File: src/hw/rtl/mt_pkg.sv
// ----------------------------------------------------------------------------
// mt_pkg
// Constants, types and helper functions shared by the MT19937 generator.
// ----------------------------------------------------------------------------
`default_nettype none

package mt_pkg;

    // state store geometry
    localparam int unsigned MT_N      = 624;
    localparam int unsigned MT_M      = 397;
    localparam int unsigned ADDR_W    = 10;
    localparam int unsigned WORD_W    = 32;
    localparam int unsigned PROB_W    = 33;

    localparam logic [ADDR_W-1:0] LAST_ADDR  = ADDR_W'(MT_N - 1);
    localparam logic [ADDR_W-1:0] OFFSET_M   = ADDR_W'(MT_M);
    localparam logic [ADDR_W:0]   N_WIDE     = (ADDR_W + 1)'(MT_N);

    // recurrence and tempering constants
    localparam logic [WORD_W-1:0] MT_MATRIX   = 32'h9908_b0df;
    localparam logic [WORD_W-1:0] MT_UPPER    = 32'h8000_0000;
    localparam logic [WORD_W-1:0] MT_LOWER    = 32'h7fff_ffff;
    localparam logic [WORD_W-1:0] MT_MULT     = 32'd1812433253;
    localparam logic [WORD_W-1:0] MT_TEMPER_B = 32'h9d2c_5680;
    localparam logic [WORD_W-1:0] MT_TEMPER_C = 32'hefc6_0000;
    localparam logic [WORD_W-1:0] SEED_RESET  = 32'd5489;

    // one write request into the state memory
    typedef struct packed {
        logic              en;
        logic [ADDR_W-1:0] addr;
        logic [WORD_W-1:0] data;
    } mt_wr_t;

    // twist mixing of word i with word i+1
    function automatic logic [WORD_W-1:0] mt_mix(input logic [WORD_W-1:0] a,
                                                 input logic [WORD_W-1:0] b);
        logic [WORD_W-1:0] y;
        y = (a & MT_UPPER) | (b & MT_LOWER);
        return (y >> 1) ^ (b[0] ? MT_MATRIX : '0);
    endfunction

    // output tempering
    function automatic logic [WORD_W-1:0] mt_temper(input logic [WORD_W-1:0] w);
        logic [WORD_W-1:0] y;
        y = w;
        y = y ^ (y >> 11);
        y = y ^ ((y << 7) & MT_TEMPER_B);
        y = y ^ ((y << 15) & MT_TEMPER_C);
        y = y ^ (y >> 18);
        return y;
    endfunction

endpackage

`default_nettype wire

File: src/hw/rtl/mt_seed_fill.sv
// ----------------------------------------------------------------------------
// mt_seed_fill
// Fills the state memory from the seed, w[i] = MULT*(w[i-1]^(w[i-1]>>30))+i.
// ----------------------------------------------------------------------------
`default_nettype none

module mt_seed_fill
    import mt_pkg::*;
(
    input  wire logic              aclk,
    input  wire logic              aresetn,
    input  wire logic              start,
    input  wire logic [WORD_W-1:0] seed,
    output mt_wr_t                 wr,
    output logic                   done
);

    localparam logic [1:0] F_IDLE = 2'd0;
    localparam logic [1:0] F_MUL  = 2'd1;
    localparam logic [1:0] F_ADD  = 2'd2;

    logic [1:0]        state_reg, state_next;
    logic [ADDR_W-1:0] idx_reg, idx_next;
    logic [WORD_W-1:0] prev_reg, prev_next;
    logic [WORD_W-1:0] prod_reg, prod_next;
    logic [WORD_W-1:0] sum;

    assign sum = prod_reg + {{(WORD_W-ADDR_W){1'b0}}, idx_reg};

    // sequencer: seed word on start, then multiply in F_MUL, add and write in F_ADD
    always_comb begin
        state_next = state_reg;
        idx_next   = idx_reg;
        prev_next  = prev_reg;
        prod_next  = prod_reg;
        wr         = '0;
        done       = 1'b0;
        unique case (state_reg)
            F_IDLE: begin
                if (start) begin
                    wr.en      = 1'b1;
                    wr.addr    = '0;
                    wr.data    = seed;
                    prev_next  = seed;
                    idx_next   = ADDR_W'(1);
                    state_next = F_MUL;
                end
            end
            F_MUL: begin
                prod_next  = MT_MULT * (prev_reg ^ (prev_reg >> 30));
                state_next = F_ADD;
            end
            F_ADD: begin
                wr.en     = 1'b1;
                wr.addr   = idx_reg;
                wr.data   = sum;
                prev_next = sum;
                if (idx_reg == LAST_ADDR) begin
                    done       = 1'b1;
                    state_next = F_IDLE;
                end else begin
                    idx_next   = idx_reg + ADDR_W'(1);
                    state_next = F_MUL;
                end
            end
            default: begin
                state_next = F_IDLE;
            end
        endcase
    end

    // control state
    always_ff @(posedge aclk) begin
        if (!aresetn) begin
            state_reg <= F_IDLE;
        end else begin
            state_reg <= state_next;
        end
    end

    // datapath
    always_ff @(posedge aclk) begin
        idx_reg  <= idx_next;
        prev_reg <= prev_next;
        prod_reg <= prod_next;
    end

endmodule

`default_nettype wire

File: config.mk
export PLATFORM = sky130hd
export DESIGN_NAME = mt_seed_fill
export DESIGN_NICKNAME = d
export VERILOG_FILES = /design/src/hw/rtl/mt_pkg.sv /design/src/hw/rtl/mt_seed_fill.sv
export SDC_FILE = /design/constraint.sdc
export NUM_CORES = 1
export LEC_CHECK = 0
export BUFFER_PORTS_ARGS = -buffer_cell sky130_fd_sc_hd__buf_4
export CORE_ASPECT_RATIO = 2
export CORE_MARGIN = 2
export CORE_UTILIZATION = 35
export DETAILED_ROUTE_END_ITERATION = 16
export PLACE_DENSITY = 0.5
export SYNTH_ARGS = -nofsm -noshare
export SYNTH_HDL_FRONTEND = slang
export SYNTH_SLANG_ARGS = --single-unit
File: constraint.sdc
create_clock -name aclk -period 7.84 [get_ports aclk]
set_input_delay 0.784 -clock aclk [delete_from_list [all_inputs] [get_ports aclk]]
set_output_delay 0.784 -clock aclk [all_outputs]
set_load 0.01 [all_outputs]
==> metrics.txt, run 1 <==
Async S/R FF share, synth=0%; post-synth cell types=47; initial DRC count=270; Max Slew Vio Count=0; initial antenna violation count=0; CORE AREA=0.0334 mm2; Worst-Skew Late Latency=350 ps; Synth Flop Type=edfxtp_1; vias in the first global route=9228; largest net degree at the start of global routing=48; crit path max fanout=6; drt wl/cell=20.1 um; CTS buffer count=9; Max-slew headroom=22.2%; Non-Filler Instances=1724; largest area contributor in the netlist=fa_1; postcts setup bufs=0; Yosys Warn Count=0; Final Setup Violations=0; Initial Util=35.3%; syn_nets=1597; total number of vias=8328; # IOs=79; # placed instances=1708; RSZ-0062 raised after global routing=false; CP required=7940 ps; Layout fillers=3362; hpwl dp=30600 um; Area Growth Syn to Fin=12.7%; Vias/cell=4.83; Seq/Total Area, Yosys=19.2%; Worst EP arrival=7420 ps; CTS root buffer=clkbuf_16; Worst Tran Pin Value=1170 ps; clock skew=12.9 ps; clock buffer depth=2; class of the worst hold path=in -> reg; Synth top cells by count=inv_1 (278), ha_1 (220), fa_1 (147), nand2_1 (110), edfxtp_1 (74); die width=134 um; Final WS setup=521 ps; setup_tns=0 ps; Reg clk slew, reported paths=70 ps; global-route wire length before repair=53500 um; DRT Wirelength=34700 um; Die Y=264 um; share of the synthesized area in the top cell type=25.0%; CTS sink count=76; CP Launch Type=register; H-Tree Depth=3; drc violations=0; Worst Reg2Reg Path Length in Cells=24; main area contributors after synthesis=fa_1 (25%), ha_1 (23%), edfxtp_1 (19%); most common cell in the synthesized netlist=inv_1; Ant. Diodes=0; PortBufs=78; Overflow after GRT=0; Max Cap Viol=0; Final Hold Fails=0; critical path class=reg -> reg; Post-CTS Hold Buffers=0; Die Footprint=0.0352 mm2; CTS tree=done; status=finished, final reports clean; Hold Path Stages=2; gpl congestion=0.903; row cnt=95; Period Utilization, post-route=93.4%; Cell Area, Synth=0.0118 mm2; all-layer global routing usage=20.7%; Setup crit end kind=register; EDFF count, synth=74; dpl ws=561 ps; first-pass iteration count of the detailed router=5; post_cts resized=0; #FFs+latches synth=76; FMAX=0.137 GHz; Antenna Nets Post-Route=0; share of cells above drive strength 1=9.70%; Nets=1685; Tmin final=7320 ps; Cells after Synth=1195; syn_area_per_cell=9.86 um2
[critical path: stages (launching register included)]
cell	delay [ps]
edfxtp_1	450
xor2_1	470
xnor2_1	320
ha_1	260
or2_2	290
ha_1	280
inv_1	50
fa_1	480
inv_1	40
ha_1	200
fa_1	550
fa_1	440
fa_1	550
inv_1	50
fa_1	530
inv_1	50
ha_1	370
a21oi_1	160
nor2b_1	60
or3_1	350
a2111oi_2	420
o31ai_1	150
a211oi_2	290
a21oi_1	120
xnor2_1	140
[layer usage]
metal | up-vias | GRT usage, % | share of wire [%]
met1 | 4112 | 18.4 | 31
li1 | 4002 | - | -
met3 | 66 | 1.42 | 1.7
met2 | 148 | 42.5 | 59
met5 | - | 0 | 0
met4 | 0 | 13.7 | 7.7
[final cells by class]
| class | instances | area, um2 | share of cell area (%) |
|---|---|---|---|
| Timing Repair Buffer | 93 | 698 | 5.26 |
| Clock inverter | 6 | 63.8 | 0.480 |
| Clock buffer | 10 | 229 | 1.72 |
| Multi-Input combinational cell | 825 | 8440 | 63.5 |
| Sequential cell | 76 | 2260 | 17.0 |
| Inverter | 278 | 1040 | 7.86 |
| Tap cell | 436 | 546 | 4.11 |
[cells in the final DEF, fill, tap and decap left out, types with 3 or more instances in the layout]
| master | Yosys | final |
|---|---|---|
| nor2b_1 | 7 | 6 |
| nand2b_1 | 8 | 7 |
| a211oi_2 | 3 | 3 |
| nand3_1 | 11 | 11 |
| ha_1 | 220 | 220 |
| buf_4 | 0 | 93 |
| a21oi_1 | 28 | 28 |
| o21bai_1 | 4 | 4 |
| nor3_1 | 5 | 5 |
| nor3b_1 | 4 | 3 |
| and2_1 | 17 | 17 |
| o21a_1 | 5 | 5 |
| nand4_1 | 6 | 6 |
| o21ai_0 | 55 | 55 |
| nand2_1 | 110 | 110 |
| fa_1 | 147 | 147 |
| xnor2_1 | 72 | 72 |
| edfxtp_1 | 74 | 74 |
| and3_1 | 6 | 6 |
| nor2_1 | 44 | 44 |
| clkbuf_16 | 0 | 9 |
| nor4_1 | 3 | 3 |
| a21o_1 | 20 | 20 |
| xor2_1 | 20 | 20 |
| o211ai_1 | 4 | 4 |
| inv_1 | 278 | 278 |
[metrics by stage]
step                      util (%)  hold WS (ps)  instance area [um2]
after global routing          39.8           646                13300
after CTS                     39.8           630                13300
after detailed placement      38.9           679                13000
after floorplan                  -           611                11800
after global placement        38.9           662                13000
final                         39.8           638                13300
[worst paths after layout]
path,from,slack [ps],endpoint
worst max-delay path,prev_reg[31],520,prod_reg[31]
worst min-delay path,aresetn,640,state_reg[1]
worst max register to register,prev_reg[31],520,prod_reg[31]
worst min register to register,idx_reg[9],700,idx_reg[9]
[logic make-up after synthesis]
kind of cell,count (synthesis),synth area share [%]
and+or+nand+nor,230,8.96
adders and majority gates,367,48.3
DFF,76,19.2
buffers and inverters,294,9.37
xor gates and xnor gates,92,6.84
AOI/OAI and AO/OA,136,7.31
Power of run 1 is left out: the tool's default activity adds up to more than one toggle a clock period on the data nets, which glitch-free logic cannot reach.
==> inputs of run 2 (changes only) <==
--- a/config.mk
+++ b/config.mk
@@ -7,7 +7,6 @@
 export LEC_CHECK = 0
 export BUFFER_PORTS_ARGS = -buffer_cell sky130_fd_sc_hd__buf_4
 export CORE_ASPECT_RATIO = 2
-export CORE_MARGIN = 2
 export CORE_UTILIZATION = 35
 export DETAILED_ROUTE_END_ITERATION = 16
 export PLACE_DENSITY = 0.5
==> metrics.txt, run 2 (synthesis results as in run 1) <==
PortBufs=78 (unchanged); hpwl dp=30300 um (was 30600 um); clock buffer depth=2 (unchanged); crit path max fanout=6 (unchanged); Die Footprint=0.0345 mm2 (was 0.0352 mm2); setup_tns=0 ps (unchanged); first-pass iteration count of the detailed router=4 (was 5); Max-slew headroom=17.7% (was 22.2%); Nets=1683 (was 1685); CTS buffer count=9 (unchanged); Area Growth Syn to Fin=12.5% (was 12.7%); drt wl/cell=20.2 um (was 20.1 um); Final Hold Fails=0 (unchanged); Worst EP arrival=7430 ps (was 7420 ps); CORE AREA=0.0330 mm2 (was 0.0334 mm2); gpl congestion=0.891 (was 0.903); Post-CTS Hold Buffers=0 (unchanged); status=finished, final reports clean (unchanged); Worst-Skew Late Latency=350 ps (about the same); RSZ-0062 raised after global routing=false (unchanged); postcts setup bufs=0 (unchanged); Worst Tran Pin Value=1230 ps (was 1170 ps); critical path class=reg -> reg (unchanged); class of the worst hold path=in -> reg (unchanged); most frequent cells in the layout=inv_1 (278), ha_1 (220), fa_1 (147), nand2_1 (110), buf_4 (91) (was inv_1 (278), ha_1 (220), fa_1 (147), nand2_1 (110), buf_4 (93)); # IOs=79 (unchanged); total number of vias=8310 (was 8328); share of cells above drive strength 1=9.56% (was 9.70%); CP required=7940 ps (about the same); drc violations=0 (unchanged); Tmin final=7330 ps (was 7320 ps); Ant. Diodes=0 (unchanged); CTS sink count=76 (unchanged); row cnt=94 (was 95); all-layer global routing usage=21.2% (was 20.7%); post_cts resized=0 (unchanged); Period Utilization, post-route=93.5% (was 93.4%); Overflow after GRT=0 (unchanged); CP Launch Type=register (unchanged); CTS root buffer=clkbuf_16 (unchanged); initial DRC count=308 (was 270); Setup crit end kind=register (unchanged); die width=132 um (was 134 um); Initial Util=35.7% (was 35.3%); Vias/cell=4.84 (was 4.83); Antenna Nets Post-Route=0 (unchanged); largest net degree at the start of global routing=83 (was 48); R2R Setup Slk=510 ps (was 520 ps); initial antenna violation count=0 (unchanged); most common cell after layout, fill and taps aside=inv_1 (unchanged); global-route wire length before repair=53300 um (was 53500 um); H-Tree Depth=3 (unchanged); FMAX=0.136 GHz (was 0.137 GHz); Die Y=262 um (was 264 um); Reg clk slew, reported paths=60 ps (was 70 ps); Max Cap Viol=0 (unchanged); Final Setup Violations=0 (unchanged); DRT Wirelength=34700 um (about the same); clock skew=9.74 ps (was 12.9 ps); vias in the first global route=9328 (was 9228); Max Slew Vio Count=0 (unchanged); CTS tree=done (unchanged)
## run 2: cell types whose count changed in the layout (fill, tap and decap cells not counted)
cell / before / now
buf_4: 93 / 91
clkinv_2: 2 / 3
clkinv_4: 0 / 1
clkinvlp_4: 2 / 0
## run 2: per-layer routing
layer	global-route usage [%]	wire length [um]
met1	18.2	10900
met2	46.3	21100
met3	1.55	496
met4	12.1	2120
met5	0	0
## run 2: area by class of cell
| cell class | count | area, um2 |
|---|---|---|
| clock buffers | 10 | 229 |
| clock inverters | 6 | 62.6 |
| fillers | 3328 | 19800 |
| inverters | 278 | 1040 |
| multi-input cells | 825 | 8440 |
| flip-flops and latches | 76 | 2260 |
| well taps | 432 | 541 |
| repair buffers | 91 | 683 |
## run 2: stage by stage
step	instance area, um2	hold WS, ps	setup slack [ps]	util, %	instances
6_report	13300	643	509	40.1	1718
5_1_grt	13300	640	96.8	40.1	1718
3_3_place_gp	13000	678	672	39.2	1702
3_5_place_dp	13000	690	525	39.2	1702
2_1_floorplan	11800	611	1080	-	1195
4_1_cts	13300	636	489	40.1	1718
## run 2: path summary, 6_finish.rpt
| check | startpoint | endpoint | cells past startpoint |
|---|---|---|---|
| setup reg to reg | prev_reg[31] | prod_reg[31] | 24 |
| hold reg to reg | idx_reg[0] | idx_reg[0] | 1 |
| setup / recovery | prev_reg[31] | prod_reg[31] | 24 |
| hold / removal | aresetn | state_reg[0] | 2 |
## run 2: critical path: stages (launching register included)
cell and delay [ps]:
edfxtp_1 440, xor2_1 470, xnor2_1 330, ha_1 270, or2_2 290, ha_1 280
inv_1 50, fa_1 470, inv_1 40, ha_1 210, fa_1 550, fa_1 450
fa_1 540, inv_1 50, fa_1 530, inv_1 40, ha_1 370, a21oi_1 160
nor2b_1 60, or3_1 350, a2111oi_2 430, o31ai_1 150, a211oi_2 280, a21oi_1 120
xnor2_1 140
Power of run 2 is left out for the same reason.
